## config.mk

```make
export PLATFORM = sky130hd
export DESIGN_NAME = s_expression_tokenizer_flat
export DESIGN_NICKNAME = d
export VERILOG_FILES = /design/src/rtl/sxt_pkg.sv /design/src/rtl/sxt_if.sv /design/src/rtl/sxt_front.sv /design/src/rtl/sxt_queue.sv /design/src/rtl/sxt_back.sv /design/src/rtl/s_expression_tokenizer.sv /design/src/flat_wrapper.sv
export SDC_FILE = /design/constraint.sdc
export NUM_CORES = 1
export LEC_CHECK = 0
export BUFFER_PORTS_ARGS = -buffer_cell sky130_fd_sc_hd__buf_2
export CAP_MARGIN = 20
export CORE_MARGIN = 2
export CORE_UTILIZATION = 40
export CTS_BUF_LIST = sky130_fd_sc_hd__clkbuf_8
export DETAILED_ROUTE_END_ITERATION = 10
export GPL_ROUTABILITY_DRIVEN = 1
export PLACE_DENSITY_LB_ADDON = 0.3
export SLEW_MARGIN = 0
export SYNTH_ARGS = -nofsm -noshare
export SYNTH_HDL_FRONTEND = slang
export SYNTH_SLANG_ARGS = --single-unit
```

## constraint.sdc

```tcl
create_clock -name clk -period 3.45 [get_ports clk]
set_input_delay 0.1725 -clock clk [delete_from_list [all_inputs] [get_ports clk]]
set_output_delay 0.1725 -clock clk [all_outputs]
set_load 0.01 [all_outputs]
```

## src/rtl/sxt_pkg.sv

```systemverilog
// ----------------------------------------------------------------------------
// sxt_pkg
// Shared types, token codes and character classes for the s-expression
// tokenizer.
// ----------------------------------------------------------------------------
package sxt_pkg;

  localparam logic [2:0] KIND_PUNC = 3'd0;
  localparam logic [2:0] KIND_SYM  = 3'd1;
  localparam logic [2:0] KIND_NUM  = 3'd2;
  localparam logic [2:0] KIND_STR  = 3'd3;
  localparam logic [2:0] KIND_EOF  = 3'd4;
  localparam logic [2:0] KIND_ERR  = 3'd5;

  localparam logic [1:0] ERR_NONE     = 2'd0;
  localparam logic [1:0] ERR_BAD_NUM  = 2'd1;
  localparam logic [1:0] ERR_OPEN_STR = 2'd2;

  localparam logic [7:0] CH_LPAREN  = 8'h28;
  localparam logic [7:0] CH_RPAREN  = 8'h29;
  localparam logic [7:0] CH_LBRACE  = 8'h7B;
  localparam logic [7:0] CH_RBRACE  = 8'h7D;
  localparam logic [7:0] CH_BTICK   = 8'h60;
  localparam logic [7:0] CH_SEMI    = 8'h3B;
  localparam logic [7:0] CH_COLON   = 8'h3A;
  localparam logic [7:0] CH_COMMA   = 8'h2C;
  localparam logic [7:0] CH_DOT     = 8'h2E;
  localparam logic [7:0] CH_SQUOTE  = 8'h27;
  localparam logic [7:0] CH_DQUOTE  = 8'h22;
  localparam logic [7:0] CH_BSLASH  = 8'h5C;
  localparam logic [7:0] CH_SPACE   = 8'h20;
  localparam logic [7:0] CH_TAB     = 8'h09;
  localparam logic [7:0] CH_NEWLINE = 8'h0A;
  localparam logic [7:0] CH_ZERO    = 8'h30;
  localparam logic [7:0] CH_NINE    = 8'h39;
  localparam logic [7:0] CH_LOWER_N = 8'h6E;
  localparam logic [7:0] CH_LOWER_T = 8'h74;

  typedef struct packed {
    logic [2:0] token_kind;
    logic       has_char;
    logic [7:0] char_out;
    logic       token_start;
    logic       token_end;
    logic       raw_string;
    logic [1:0] error_code;
    logic       last_of_step;
  } tok_item_t;

  typedef struct packed {
    logic      two;
    tok_item_t first;
    tok_item_t second;
  } tok_entry_t;

  function automatic logic is_spacing(input logic [7:0] c);
    return (c == CH_SPACE) || (c == CH_TAB) || (c == CH_NEWLINE);
  endfunction

  function automatic logic is_punc(input logic [7:0] c);
    return (c == CH_DOT) || (c == CH_COLON) || (c == CH_BTICK) || (c == CH_COMMA) ||
           (c == CH_SEMI) || (c == CH_LPAREN) || (c == CH_RPAREN) ||
           (c == CH_LBRACE) || (c == CH_RBRACE);
  endfunction

  function automatic logic is_numeral(input logic [7:0] c);
    return (c >= CH_ZERO) && (c <= CH_NINE);
  endfunction

  function automatic tok_item_t make_item(input logic [2:0] kind, input logic has,
                                          input logic [7:0] ch, input logic start,
                                          input logic stop, input logic raw,
                                          input logic [1:0] err);
    tok_item_t it;
    it.token_kind   = kind;
    it.has_char     = has;
    it.char_out     = has ? ch : 8'd0;
    it.token_start  = start;
    it.token_end    = stop;
    it.raw_string   = raw;
    it.error_code   = err;
    it.last_of_step = 1'b0;
    return it;
  endfunction

endpackage

```

## src/rtl/sxt_if.sv

```systemverilog
// ----------------------------------------------------------------------------
// sxt_byte_if / sxt_token_if
// Valid/ready channels for source bytes and for token beats.
// ----------------------------------------------------------------------------
interface sxt_byte_if;
  logic       valid;
  logic       ready;
  logic [7:0] in_byte;
  logic       end_of_input;

  modport source (output valid, output in_byte, output end_of_input, input ready);
  modport sink (input valid, input in_byte, input end_of_input, output ready);
endinterface

interface sxt_token_if;
  logic       valid;
  logic       ready;
  logic [2:0] token_kind;
  logic       has_char;
  logic [7:0] char_out;
  logic       token_start;
  logic       token_end;
  logic       raw_string;
  logic [1:0] error_code;
  logic       last_of_step;

  modport source (output valid, output token_kind, output has_char, output char_out,
                  output token_start, output token_end, output raw_string,
                  output error_code, output last_of_step, input ready);
  modport sink (input valid, input token_kind, input has_char, input char_out,
                input token_start, input token_end, input raw_string,
                input error_code, input last_of_step, output ready);
endinterface

```

## src/rtl/sxt_front.sv

```systemverilog
// ----------------------------------------------------------------------------
// sxt_front
// Accepts source bytes, runs the lexer state and turns each byte into at most
// one queue entry of one or two token beats.
// ----------------------------------------------------------------------------
module sxt_front
  import sxt_pkg::*;
(
  input  logic         clk,
  input  logic         rst,
  sxt_byte_if.sink     text,
  input  logic         q_ready,
  output logic         push,
  output tok_entry_t   push_entry
);

  localparam logic [2:0] MODE_IDLE = 3'd0;
  localparam logic [2:0] MODE_SYM  = 3'd1;
  localparam logic [2:0] MODE_NUM  = 3'd2;
  localparam logic [2:0] MODE_STR  = 3'd3;
  localparam logic [2:0] MODE_DEAD = 3'd4;

  logic [2:0] lex_mode;
  logic       single_quoted;
  logic       escape_pending;
  logic [2:0] lex_mode_next;
  logic       single_quoted_next;
  logic       escape_pending_next;
  logic [1:0] count;
  logic       accept;

  always_comb begin
    logic [7:0] c;
    logic       eof;
    logic       sep;
    logic       raw;
    logic [7:0] delim;
    logic       idle_has;
    tok_item_t  idle_item;
    logic [2:0] idle_mode;
    logic       idle_sq;
    logic       idle_esc;
    tok_item_t  first;
    tok_item_t  second;

    c     = text.in_byte;
    eof   = text.end_of_input;
    sep   = eof || is_spacing(c) || is_punc(c);
    raw   = single_quoted;
    delim = raw ? CH_SQUOTE : CH_DQUOTE;

    idle_has  = 1'b0;
    idle_item = '0;
    idle_mode = MODE_IDLE;
    idle_sq   = single_quoted;
    idle_esc  = escape_pending;
    if (eof) begin
      idle_has  = 1'b1;
      idle_item = make_item(KIND_EOF, 1'b0, 8'd0, 1'b1, 1'b1, 1'b0, ERR_NONE);
    end else if (is_spacing(c)) begin
      idle_has = 1'b0;
    end else if ((c == CH_DQUOTE) || (c == CH_SQUOTE)) begin
      idle_has  = 1'b1;
      idle_mode = MODE_STR;
      idle_sq   = (c == CH_SQUOTE);
      idle_esc  = 1'b0;
      idle_item = make_item(KIND_STR, 1'b0, 8'd0, 1'b1, 1'b0, c == CH_SQUOTE, ERR_NONE);
    end else if (is_numeral(c)) begin
      idle_has  = 1'b1;
      idle_mode = MODE_NUM;
      idle_item = make_item(KIND_NUM, 1'b1, c, 1'b1, 1'b0, 1'b0, ERR_NONE);
    end else if (is_punc(c)) begin
      idle_has  = 1'b1;
      idle_item = make_item(KIND_PUNC, 1'b1, c, 1'b1, 1'b1, 1'b0, ERR_NONE);
    end else begin
      idle_has  = 1'b1;
      idle_mode = MODE_SYM;
      idle_item = make_item(KIND_SYM, 1'b1, c, 1'b1, 1'b0, 1'b0, ERR_NONE);
    end

    first               = '0;
    second              = '0;
    count               = 2'd0;
    lex_mode_next       = lex_mode;
    single_quoted_next  = single_quoted;
    escape_pending_next = escape_pending;

    case (lex_mode)
      MODE_IDLE: begin
        first               = idle_item;
        count               = {1'b0, idle_has};
        lex_mode_next       = idle_mode;
        single_quoted_next  = idle_sq;
        escape_pending_next = idle_esc;
      end
      MODE_SYM, MODE_NUM: begin
        if (lex_mode == MODE_NUM && !eof && is_numeral(c)) begin
          first = make_item(KIND_NUM, 1'b1, c, 1'b0, 1'b0, 1'b0, ERR_NONE);
          count = 2'd1;
        end else if (sep) begin
          first = make_item((lex_mode == MODE_NUM) ? KIND_NUM : KIND_SYM, 1'b0, 8'd0,
                            1'b0, 1'b1, 1'b0, ERR_NONE);
          second              = idle_item;
          count               = idle_has ? 2'd2 : 2'd1;
          lex_mode_next       = idle_mode;
          single_quoted_next  = idle_sq;
          escape_pending_next = idle_esc;
        end else if (lex_mode == MODE_NUM) begin
          first         = make_item(KIND_ERR, 1'b0, 8'd0, 1'b1, 1'b1, 1'b0, ERR_BAD_NUM);
          count         = 2'd1;
          lex_mode_next = MODE_DEAD;
        end else begin
          first = make_item(KIND_SYM, 1'b1, c, 1'b0, 1'b0, 1'b0, ERR_NONE);
          count = 2'd1;
        end
      end
      MODE_STR: begin
        if (eof || c == CH_NEWLINE) begin
          first  = make_item(KIND_ERR, 1'b0, 8'd0, 1'b1, 1'b1, 1'b0, ERR_OPEN_STR);
          second = make_item(KIND_EOF, 1'b0, 8'd0, 1'b1, 1'b1, 1'b0, ERR_NONE);
          count  = eof ? 2'd2 : 2'd1;
          lex_mode_next       = MODE_IDLE;
          escape_pending_next = 1'b0;
          single_quoted_next  = 1'b0;
        end else if (c == delim) begin
          if (escape_pending) begin
            if (!raw) begin
              first  = make_item(KIND_STR, 1'b1, CH_BSLASH, 1'b0, 1'b0, raw, ERR_NONE);
              second = make_item(KIND_STR, 1'b1, c, 1'b0, 1'b0, raw, ERR_NONE);
              count  = 2'd2;
            end else begin
              first = make_item(KIND_STR, 1'b1, c, 1'b0, 1'b0, raw, ERR_NONE);
              count = 2'd1;
            end
            escape_pending_next = 1'b0;
          end else begin
            first              = make_item(KIND_STR, 1'b0, 8'd0, 1'b0, 1'b1, raw, ERR_NONE);
            count              = 2'd1;
            lex_mode_next      = MODE_IDLE;
            single_quoted_next = 1'b0;
          end
        end else if (c == CH_BSLASH) begin
          if (raw) begin
            first               = make_item(KIND_STR, 1'b1, c, 1'b0, 1'b0, raw, ERR_NONE);
            count               = 2'd1;
            escape_pending_next = !escape_pending;
          end else if (escape_pending) begin
            first = make_item(KIND_STR, 1'b1, CH_BSLASH, 1'b0, 1'b0, raw, ERR_NONE);
            count = 2'd1;
            escape_pending_next = 1'b0;
          end else begin
            escape_pending_next = 1'b1;
          end
        end else begin
          if (!raw && escape_pending) begin
            if (c == CH_LOWER_N) begin
              first = make_item(KIND_STR, 1'b1, CH_NEWLINE, 1'b0, 1'b0, raw, ERR_NONE);
              count = 2'd1;
            end else if (c == CH_LOWER_T) begin
              first = make_item(KIND_STR, 1'b1, CH_TAB, 1'b0, 1'b0, raw, ERR_NONE);
              count = 2'd1;
            end else begin
              first  = make_item(KIND_STR, 1'b1, CH_BSLASH, 1'b0, 1'b0, raw, ERR_NONE);
              second = make_item(KIND_STR, 1'b1, c, 1'b0, 1'b0, raw, ERR_NONE);
              count  = 2'd2;
            end
          end else begin
            first = make_item(KIND_STR, 1'b1, c, 1'b0, 1'b0, raw, ERR_NONE);
            count = 2'd1;
          end
          escape_pending_next = 1'b0;
        end
      end
      default: begin
        lex_mode_next = MODE_DEAD;
      end
    endcase

    if (count == 2'd2) begin
      second.last_of_step = 1'b1;
    end else begin
      first.last_of_step = 1'b1;
    end

    push_entry.two    = (count == 2'd2);
    push_entry.first  = first;
    push_entry.second = second;
  end

  assign text.ready = q_ready;
  assign accept     = text.valid && q_ready;
  assign push       = accept && (count != 2'd0);

  always_ff @(posedge clk) begin
    if (rst) begin
      lex_mode       <= MODE_IDLE;
      single_quoted  <= 1'b0;
      escape_pending <= 1'b0;
    end else if (accept) begin
      lex_mode       <= lex_mode_next;
      single_quoted  <= single_quoted_next;
      escape_pending <= escape_pending_next;
    end
  end

endmodule

```

## src/rtl/sxt_queue.sv

```systemverilog
// ----------------------------------------------------------------------------
// sxt_queue
// Small first-in first-out store of token entries between the front and the
// back, so that each side stalls on its own.
// ----------------------------------------------------------------------------
module sxt_queue
  import sxt_pkg::*;
#(
  parameter int DEPTH = 4
) (
  input  logic       clk,
  input  logic       rst,
  input  logic       push,
  input  tok_entry_t push_entry,
  output logic       push_ready,
  output logic       pop_valid,
  output tok_entry_t pop_entry,
  input  logic       pop
);

  localparam int PTR_W = (DEPTH > 1) ? $clog2(DEPTH) : 1;
  localparam int CNT_W = $clog2(DEPTH + 1);
  localparam logic [PTR_W-1:0] LAST_PTR = PTR_W'(DEPTH - 1);
  localparam logic [CNT_W-1:0] FULL_CNT = CNT_W'(DEPTH);

  tok_entry_t       store [DEPTH];
  logic [PTR_W-1:0] wr_ptr;
  logic [PTR_W-1:0] rd_ptr;
  logic [CNT_W-1:0] count;
  logic             do_push;
  logic             do_pop;

  assign push_ready = (count != FULL_CNT);
  assign pop_valid  = (count != '0);
  assign pop_entry  = store[rd_ptr];
  assign do_push    = push && push_ready;
  assign do_pop     = pop && pop_valid;

  always_ff @(posedge clk) begin
    if (do_push) begin
      store[wr_ptr] <= push_entry;
    end
  end

  always_ff @(posedge clk) begin
    if (rst) begin
      wr_ptr <= '0;
      rd_ptr <= '0;
      count  <= '0;
    end else begin
      if (do_push) begin
        wr_ptr <= (wr_ptr == LAST_PTR) ? '0 : wr_ptr + 1'b1;
      end
      if (do_pop) begin
        rd_ptr <= (rd_ptr == LAST_PTR) ? '0 : rd_ptr + 1'b1;
      end
      if (do_push && !do_pop) begin
        count <= count + 1'b1;
      end else if (do_pop && !do_push) begin
        count <= count - 1'b1;
      end
    end
  end

`ifndef SYNTHESIS
  a_count_bound: assert property (@(posedge clk) disable iff (rst)
    count <= FULL_CNT) else $error("queue fill count beyond depth");
  a_push_grows: assert property (@(posedge clk) disable iff (rst)
    do_push && !do_pop |=> count == $past(count) + 1'b1)
    else $error("queue did not grow on a lone push");
  a_pop_shrinks: assert property (@(posedge clk) disable iff (rst)
    do_pop && !do_push |=> count == $past(count) - 1'b1)
    else $error("queue did not shrink on a lone pop");
`endif

endmodule

```

## src/rtl/sxt_back.sv

```systemverilog
// ----------------------------------------------------------------------------
// sxt_back
// Drains queue entries and sends their beats one at a time through a
// registered output stage, holding the second beat of an entry aside.
// ----------------------------------------------------------------------------
module sxt_back
  import sxt_pkg::*;
(
  input  logic          clk,
  input  logic          rst,
  input  logic          q_valid,
  input  tok_entry_t    q_entry,
  output logic          pop,
  sxt_token_if.source   tokens
);

  logic      out_valid;
  tok_item_t out_item;
  logic      held_valid;
  tok_item_t held_item;
  logic      stage_free;
  logic      load_first;
  logic      load_second;

  assign stage_free  = !out_valid || tokens.ready;
  assign load_second = held_valid && stage_free;
  assign load_first  = q_valid && !held_valid && stage_free;
  assign pop         = load_first;

  always_ff @(posedge clk) begin
    if (rst) begin
      out_valid  <= 1'b0;
      held_valid <= 1'b0;
    end else begin
      if (stage_free) begin
        out_valid <= held_valid || q_valid;
      end
      if (load_second) begin
        held_valid <= 1'b0;
      end else if (load_first) begin
        held_valid <= q_entry.two;
      end
    end
  end

  always_ff @(posedge clk) begin
    if (load_second) begin
      out_item <= held_item;
    end else if (load_first) begin
      out_item <= q_entry.first;
    end
    if (load_first) begin
      held_item <= q_entry.second;
    end
  end

  assign tokens.valid        = out_valid;
  assign tokens.token_kind   = out_item.token_kind;
  assign tokens.has_char     = out_item.has_char;
  assign tokens.char_out     = out_item.char_out;
  assign tokens.token_start  = out_item.token_start;
  assign tokens.token_end    = out_item.token_end;
  assign tokens.raw_string   = out_item.raw_string;
  assign tokens.error_code   = out_item.error_code;
  assign tokens.last_of_step = out_item.last_of_step;

`ifndef SYNTHESIS
  a_held_not_last_pop: assert property (@(posedge clk) disable iff (rst)
    held_valid |-> !pop) else $error("entry popped while a beat is held");
  a_held_is_last: assert property (@(posedge clk) disable iff (rst)
    held_valid |-> held_item.last_of_step) else $error("held beat does not close its step");
  a_stall_holds: assert property (@(posedge clk) disable iff (rst)
    out_valid && !tokens.ready |=> out_valid && $stable(out_item))
    else $error("output beat changed under stall");
`endif

endmodule

```

## src/rtl/s_expression_tokenizer.sv

```systemverilog
// Path: an accepted byte's entry is written into the queue, then its first beat is
// loaded into the output register; a second beat waits aside until the first is taken.
// Throughput: one byte per cycle while each byte gives at most one beat and no
// token stall; a byte with two beats holds the single output register for both.
// Reset (synchronous, active high) returns the lexer to idle and empties the queue.
// ----------------------------------------------------------------------------
// s_expression_tokenizer
// Byte-at-a-time s-expression lexer: a classifying front end, an entry queue
// and a back end that sends token beats one per cycle while tokens.ready is high.
// ----------------------------------------------------------------------------
module s_expression_tokenizer
  import sxt_pkg::*;
#(
  parameter int QUEUE_DEPTH = 4
) (
  input  logic        clk,
  input  logic        rst,
  sxt_byte_if.sink    text,
  sxt_token_if.source tokens
);

  logic       push;
  tok_entry_t push_entry;
  logic       q_ready;
  logic       q_valid;
  tok_entry_t q_entry;
  logic       pop;

  sxt_front u_front (
    .clk        (clk),
    .rst        (rst),
    .text       (text),
    .q_ready    (q_ready),
    .push       (push),
    .push_entry (push_entry)
  );

  sxt_queue #(
    .DEPTH (QUEUE_DEPTH)
  ) u_queue (
    .clk        (clk),
    .rst        (rst),
    .push       (push),
    .push_entry (push_entry),
    .push_ready (q_ready),
    .pop_valid  (q_valid),
    .pop_entry  (q_entry),
    .pop        (pop)
  );

  sxt_back u_back (
    .clk     (clk),
    .rst     (rst),
    .q_valid (q_valid),
    .q_entry (q_entry),
    .pop     (pop),
    .tokens  (tokens)
  );

endmodule

```

## src/flat_wrapper.sv

```systemverilog
// flat-port wrapper written by rule: the top's interface ports become plain ports
module s_expression_tokenizer_flat import sxt_pkg::*;
#(
  parameter int QUEUE_DEPTH = 4
)
  (clk, rst, text_valid, text_in_byte, text_end_of_input, text_ready, tokens_valid, tokens_token_kind, tokens_has_char, tokens_char_out, tokens_token_start, tokens_token_end, tokens_raw_string, tokens_error_code, tokens_last_of_step, tokens_ready);
  sxt_byte_if text_i ();
  sxt_token_if tokens_i ();
  input  logic clk;
  input  logic rst;
  input wire logic [$bits(text_i.valid)-1:0] text_valid;
  input wire logic [$bits(text_i.in_byte)-1:0] text_in_byte;
  input wire logic [$bits(text_i.end_of_input)-1:0] text_end_of_input;
  output wire logic [$bits(text_i.ready)-1:0] text_ready;
  output wire logic [$bits(tokens_i.valid)-1:0] tokens_valid;
  output wire logic [$bits(tokens_i.token_kind)-1:0] tokens_token_kind;
  output wire logic [$bits(tokens_i.has_char)-1:0] tokens_has_char;
  output wire logic [$bits(tokens_i.char_out)-1:0] tokens_char_out;
  output wire logic [$bits(tokens_i.token_start)-1:0] tokens_token_start;
  output wire logic [$bits(tokens_i.token_end)-1:0] tokens_token_end;
  output wire logic [$bits(tokens_i.raw_string)-1:0] tokens_raw_string;
  output wire logic [$bits(tokens_i.error_code)-1:0] tokens_error_code;
  output wire logic [$bits(tokens_i.last_of_step)-1:0] tokens_last_of_step;
  input wire logic [$bits(tokens_i.ready)-1:0] tokens_ready;
  assign text_i.valid = text_valid;
  assign text_i.in_byte = text_in_byte;
  assign text_i.end_of_input = text_end_of_input;
  assign text_ready = text_i.ready;
  assign tokens_valid = tokens_i.valid;
  assign tokens_token_kind = tokens_i.token_kind;
  assign tokens_has_char = tokens_i.has_char;
  assign tokens_char_out = tokens_i.char_out;
  assign tokens_token_start = tokens_i.token_start;
  assign tokens_token_end = tokens_i.token_end;
  assign tokens_raw_string = tokens_i.raw_string;
  assign tokens_error_code = tokens_i.error_code;
  assign tokens_last_of_step = tokens_i.last_of_step;
  assign tokens_i.ready = tokens_ready;
  s_expression_tokenizer #(.QUEUE_DEPTH(QUEUE_DEPTH)) u_core (.clk(clk), .rst(rst), .text(text_i), .tokens(tokens_i));
endmodule
```

==> results.yml, run 1 <==
clocking:
  clk_path_buf_depth: 2
  h-tree-depth: 4
  cts_root_buf: "clkbuf_8"
  cts_sinks: 186
  ctsResizeCount: 0
  cts_setup_buffers: 0
  clkLatencyLatePin_ps: 450
  cts_tree: "built"
  numCtsBuffers: 17
  cts.clk_slew.worst_paths_ps: 90
sta:
  worstMarginPinSlew_ps: 981
  period_share_pct: 83.1
  finalClockSkew_ps: 10.2
  slew_violations: 0
  min_period_ps: 2870
  finalSetupViolations: 0
  setup_slack_ps: 584
  fmax_mhz: 349
  slew_headroom_pct: 34.4
  rsz0062_at_grt: "no"
  setup_tns_ps: 0
  whs_ps: 99.2
  hold_viol: 0
critical_path:
  crit_path_max_fanout: 8
  path_cells: "inv_1, nor2_1, a211oi_1, a2111o_1, a41oi_4, ha_1, inv_1, fa_1, xor2_1, or3_1, a21oi_1"
  path_buf_inv: 2
  critPathCaptureType: "register"
  critPathMaxStageDelay_ps: 500
  critPathLaunchType: "register"
  worstPathArrival_ps: 3250
  crit_top_cell: "inv_1"
  cp_top_family: "compound AO/OA/AOI/OAI gates"
  worstSetupPathType: "reg2reg"
  required_ps: 3840
  crit_slowest_cell: "dfxtp_1"
floorplanning:
  die_area_mm2: 0.0213
  start_util_pct: 41.1
  ioPinCount: 33
  die-width_um: 146
  rows: 51
  dieHeight_um: 146
  core_area_mm2: 0.0197
placed_design:
  pre_cts_ws_ps: 138
  place.gp.congestion: 0.851
  numPortBuffers: 32
  dpl_cell_area_mm2: 0.00869
  dpl.hpwl_mm: 10.5
grt:
  grt_max_degree: 35
  grt_pass1_vias: 4606
  grt_pass1_wl_mm: 26.4
  antenna_found_initial: 0
  grt-ovfl-total: 0
  grt_usage_pct: 16.2
layout:
  final_core_util_pct: 46.2
  areaGrowthSynthToFinish_pct: 12.5
  nFillCells: 1786
  multi_input_area_mm2: 0.00249
  seqCellArea_mm2: 0.00543
  drive_gt1_share_pct: 25.3
  diodes: 0
  nets: 586
  design_area_mm2: 0.00908
power:
  comb_power_share_pct: 25.6
  clockPowerShare_pct: 22.2
  swShare_pct: 28.1
  p_leak_nw: 3.05
  powerDensity_mw_per_mm2: 676
  switchingPower_mw: 1.73
  sequentialPowerShare_pct: 52.2
  ir_worst_vdd_mv: 0.325
  intPower_mw: 4.41
flow_run:
  maxCapViolCount: 0
synth:
  avgSynthCellArea_um2: 15.8
  ys_seq_area_share_pct: 67.2
  synth-seq-cells: 186
  synth-warning-count: 0
  syn_area_mm2: 0.00807
  synth-edff-count: 170
  synthDistinctLibCells: 65
  ys.flop_type: "edfxtp_1"
  ys_async_sr_fraction_pct: 0
  syn_inst: 511
run_status:
  status: "complete, no violations"
routing:
  drt_iter0_markers: 438
  ant_nets: 0
  via_count: 4559
  drtPass1Iterations: 5
  wl_per_cell_um: 19.9
  viasPerCell: 5.43
  wl_mm: 16.7
  route.detailed.drc: 0
min_path:
  hp-class: "in2reg"
[Yosys cell counts, drive strengths merged (6+ instances only)]
| master | n | area, um2 |
|---|---|---|
| edfxtp | 170 | 5100 |
| mux4 | 34 | 766 |
| nor2 | 28 | 105 |
| nand2 | 26 | 97.6 |
| inv | 18 | 67.6 |
| mux2 | 17 | 195 |
| a21oi | 16 | 80.1 |
| clkbuf | 16 | 60.1 |
| dfxtp | 16 | 320 |
| nor3 | 16 | 80.1 |
| and2 | 13 | 81.3 |
| o21ai | 13 | 65.1 |
| nand3 | 11 | 55.1 |
| ha | 10 | 125 |
| buf | 9 | 46.3 |
| nor2b | 7 | 43.8 |
| a21o | 6 | 45.0 |
| nand4 | 6 | 37.5 |
[stage by stage]
step / power [mW] / instances
CTS: 6.20 / 838
global route: 6.45 / 839
global placement: 4.80 / 806
detailed placement: 4.84 / 806
floorplan: 4.29 / 514
finish: 6.13 / 839
[flip-flops by register name, indices dropped and copies added, names as in the netlist, named ones only]
name,count
u_core.u_back.tokens.token_start,1
u_core.u_queue.wr_ptr,2
u_core.u_queue.rd_ptr,2
u_core.u_back.held_valid,1
u_core.u_back.tokens.raw_string,1
u_core.u_back.tokens.char_out,8
u_core.u_back.tokens.last_of_step,1
u_core.u_queue.count,3
u_core.u_back.tokens.has_char,1
u_core.u_back.tokens.valid,1
u_core.u_back.tokens.error_code,2
u_core.u_front.lex_mode,3
u_core.u_queue.store,136
u_core.u_back.held_item,16
u_core.u_back.tokens.token_end,1
u_core.u_back.tokens.token_kind,3
u_core.u_front.single_quoted,1
u_core.u_front.escape_pending,1
[cell families after synthesis]
logic type | synth area share [%]
flip-flops | 67.2
XOR/XNOR | 0.543
buffers and inverters | 2.15
other | 0.0465
multiplexers | 12.5
adder cells (fa/ha/maj) | 1.80
AO/OA/AOI/OAI | 6.14
AND/OR/NAND/NOR | 9.57
[worst paths after layout]
check	from	slack, ps	depth (start not counted)	end
setup / recovery	u_core.u_front.escape_pending$_SDFFE_PP0P_	580	11	u_core.u_queue.count[2]$_SDFFE_PP0P_
hold / removal	rst	100	2	u_core.u_queue.count[0]$_SDFFE_PP0P_
setup reg to reg	u_core.u_front.escape_pending$_SDFFE_PP0P_	580	11	u_core.u_queue.count[2]$_SDFFE_PP0P_
hold reg to reg	u_core.u_queue.wr_ptr[1]$_SDFFE_PP0P_	510	2	u_core.u_queue.wr_ptr[1]$_SDFFE_PP0P_
[what timing repair did]
action | 4_1_cts | 5_1_grt
setup endpoints to repair | 0 | 0
hold buffers | 1 | 0
hold endpoints to repair | 1 | 0
[routing by layer]
layer	vias up	GRT usage, %	routed length (um)	part of all wire (%)
li1	2108	-	-	-
met1	2311	22.9	7650	46
met2	124	25.8	8020	48
met3	16	2.75	748	4.5
met4	0	5.10	274	1.6
met5	-	0	0	0
[layout by cell type (no fill, tap or decap), types with 4 or more instances in the layout]
cell type	netlist	routed
nor3_1	16	15
mux2i_1	5	5
nand3_1	11	11
mux4_2	34	34
conb_1	1	4
inv_1	18	18
and2_1	12	12
nor2_1	28	27
buf_12	0	5
a21oi_1	16	16
nand4_1	6	6
buf_2	4	32
nor4_1	5	5
edfxtp_1	170	170
nand2b_1	5	5
nor2b_1	7	7
xor2_1	4	4
a21o_1	6	6
o21ai_0	12	12
clkbuf_8	0	17
ha_1	10	10
clkinv_1	0	4
dfxtp_1	16	14
mux2_2	16	16
buf_4	0	15
nand2_1	26	26
[final cells by class]
cell class              count  area share [%]
clock buffers              17            2.58
clock inverters            14            1.43
inverters                  18           0.744
multi-input cells         285            27.4
flip-flops and latches    186            59.8
well taps                 265            3.65
repair buffers             54            4.38
[power groups by stage]
stage / Sequential (mW) / Combinational, mW / Clock, mW
after global placement: 3.25 / 1.55 / 0
after CTS: 3.22 / 1.58 / 1.40
after global routing: 3.25 / 1.72 / 1.49
after detailed placement: 3.27 / 1.57 / 0
after floorplan: 3.24 / 1.04 / 0
final: 3.20 / 1.57 / 1.36
No activity file was read; power rests on OpenSTA's default activity.
==> inputs of run 2 (changes only) <==
==> constraint.sdc (replaced) <==
create_clock -name clk -period 2.55 [get_ports clk]
set_input_delay 0.1275 -clock clk [delete_from_list [all_inputs] [get_ports clk]]
set_output_delay 0.1275 -clock clk [all_outputs]
set_load 0.01 [all_outputs]
==> results.yml, run 2 (synthesis results as in run 1) <==
sta:
  setup_tns_ps: 0
  finalSetupViolations: 0
  period_share_pct: 99.3
  min_period_ps: 2530
  hold_viol: 0
  rsz0062_at_grt: "yes"
  fmax_mhz: 395
  slew_headroom_pct: 61.7
  finalClockSkew_ps: 10.7
  worstMarginPinSlew_ps: 573
  slew_violations: 0
routing:
  via_count: 4787
  wl_mm: 17.1
  drtPass1Iterations: 5
  route.detailed.drc: 0
  wl_per_cell_um: 18.8
  viasPerCell: 5.26
  ant_nets: 0
  drt_iter0_markers: 372
critical_path:
  crit_slowest_cell: "or4b_4"
  worstSetupPathType: "in2reg"
  crit_path_max_fanout: 3
  required_ps: 2940
  path_cells: "buf_2, or4b_4, o211ai_2, a211oi_2, a2111o_1, a41oi_4, ha_2, inv_2, fa_2, xor2_1, or3_1, a21oi_1"
  critPathMaxStageDelay_ps: 530
  critPathCaptureType: "register"
  critPathLaunchType: "input pin"
  worstPathArrival_ps: 2920
clocking:
  h-tree-depth: 4
  numCtsBuffers: 17
  clk_path_buf_depth: 2
  cts_root_buf: "clkbuf_8"
  cts.clk_slew.worst_paths_ps: 90
  clkLatencyLatePin_ps: 450
  cts_sinks: 186
  cts_tree: "built"
floorplanning:
  ioPinCount: 33
  core_area_mm2: 0.0197
  dieHeight_um: 146
  start_util_pct: 41.1
  die_area_mm2: 0.0213
  die-width_um: 146
  rows: 51
layout:
  final_cell_mix: "edfxtp_1, buf_4, mux4_2"
  seqCellArea_mm2: 0.00543
  layout_commonest_cell: "edfxtp_1"
  areaGrowthSynthToFinish_pct: 21.1
  largest_reg_flops: 136
  nFillCells: 1712
  drive_gt1_share_pct: 36.4
  diodes: 0
  largest-register: "u_core.u_queue.store"
  nets: 656
  multi_input_area_mm2: 0.00255
placed_design:
  dpl.hpwl_mm: 11.8
  numPortBuffers: 32
  place.gp.congestion: 0.948
grt:
  grt_usage_pct: 16.7
  antenna_found_initial: 0
  grt_pass1_wl_mm: 27.3
  grt-ovfl-total: 0
  grt_pass1_vias: 4980
  grt_max_degree: 35
power:
  powerDensity_mw_per_mm2: 883
  fin_total_pwr_mw: 8.62
  p_leak_nw: 3.44
  ir_worst_vdd_mv: 0.439
flow_run:
  maxCapViolCount: 0
run_status:
  status: "complete, no violations"
min_path:
  hp-class: "in2reg"
-- run 2: cell count changes in the layout (fill, tap and decap cells not counted), moves of 2 or more --
| cell | change |
|---|---|
| buf_4 | +65 |
| buf_12 | +5 |
| and2_2 | +4 |
| clkinv_1 | -4 |
| and2_1 | -3 |
| clkinvlp_4 | +2 |
-- run 2: layout make-up --
class | instances | area share, %
Inverter | 18 | 0.692
Clock inverter | 15 | 1.77
Multi-Input combinational cell | 285 | 26.1
Clock buffer | 17 | 2.39
Sequential cell | 186 | 55.6
Timing Repair Buffer | 124 | 10.1
Tap cell | 265 | 3.39
-- run 2: final timing paths --
path	endpoint	cells past startpoint	startpoint	slack, ps
worst min register to register	u_core.u_back.tokens.valid$_SDFFE_PP0N_	2	u_core.u_back.tokens.valid$_SDFFE_PP0N_	520
worst max register to register	u_core.u_queue.count[2]$_SDFFE_PP0P_	11	u_core.u_front.lex_mode[2]$_SDFFE_PP0P_	60
worst max-delay path	u_core.u_queue.count[2]$_SDFFE_PP0P_	12	text_in_byte[1]	20
worst min-delay path	u_core.u_queue.count[0]$_SDFFE_PP0P_	2	rst	40
-- run 2: stage by stage --
step | hold slack (ps) | instance area (um2) | util, % | worst slack (ps) | cells
global placement | 440 | 9270 | 47.2 | -460 | 874
global route | 42.7 | 9770 | 49.7 | -50.1 | 910
CTS | 11.2 | 9710 | 49.4 | 23.0 | 907
floorplan | 331 | 8100 | - | -452 | 514
finish | 44.6 | 9770 | 49.7 | 17.4 | 910
detailed placement | 443 | 9270 | 47.2 | -509 | 874
-- run 2: where the power goes --
group	internal, mW	leakage [nW]	total [mW]	switching, mW
registers	4.09	1.72	4.26	0.162
logic	1.15	1.53	2.38	1.23
clock network	0.968	0.196	1.99	1.02
-- run 2: worst max-delay path, delay by kind of cell --
| kind | cells | cell delay, ps |
|---|---|---|
| XOR/XNOR | 1 | 170 |
| adder cells (fa/ha/maj) | 2 | 550 |
| AO/OA/AOI/OAI | 5 | 1100 |
| buffers and inverters | 2 | 150 |
| AND/OR/NAND/NOR | 2 | 830 |
-- run 2: per-layer routing --
layer | vias up | GRT usage [%] | routed length, um
met2 | 113 | 27.1 | 8250
met5 | - | 0 | 0
met4 | 0 | 4.51 | 253
li1 | 2237 | - | -
met3 | 19 | 3.28 | 575
met1 | 2418 | 23.4 | 8030
-- run 2: what timing repair did --
action,CTS,global route
hold buffers,1,0
endpoints found under the setup margin,13,22
setup buffers,0,2
endpoints found under the hold margin,1,0
resized for setup,6,7
pin swaps,2,2
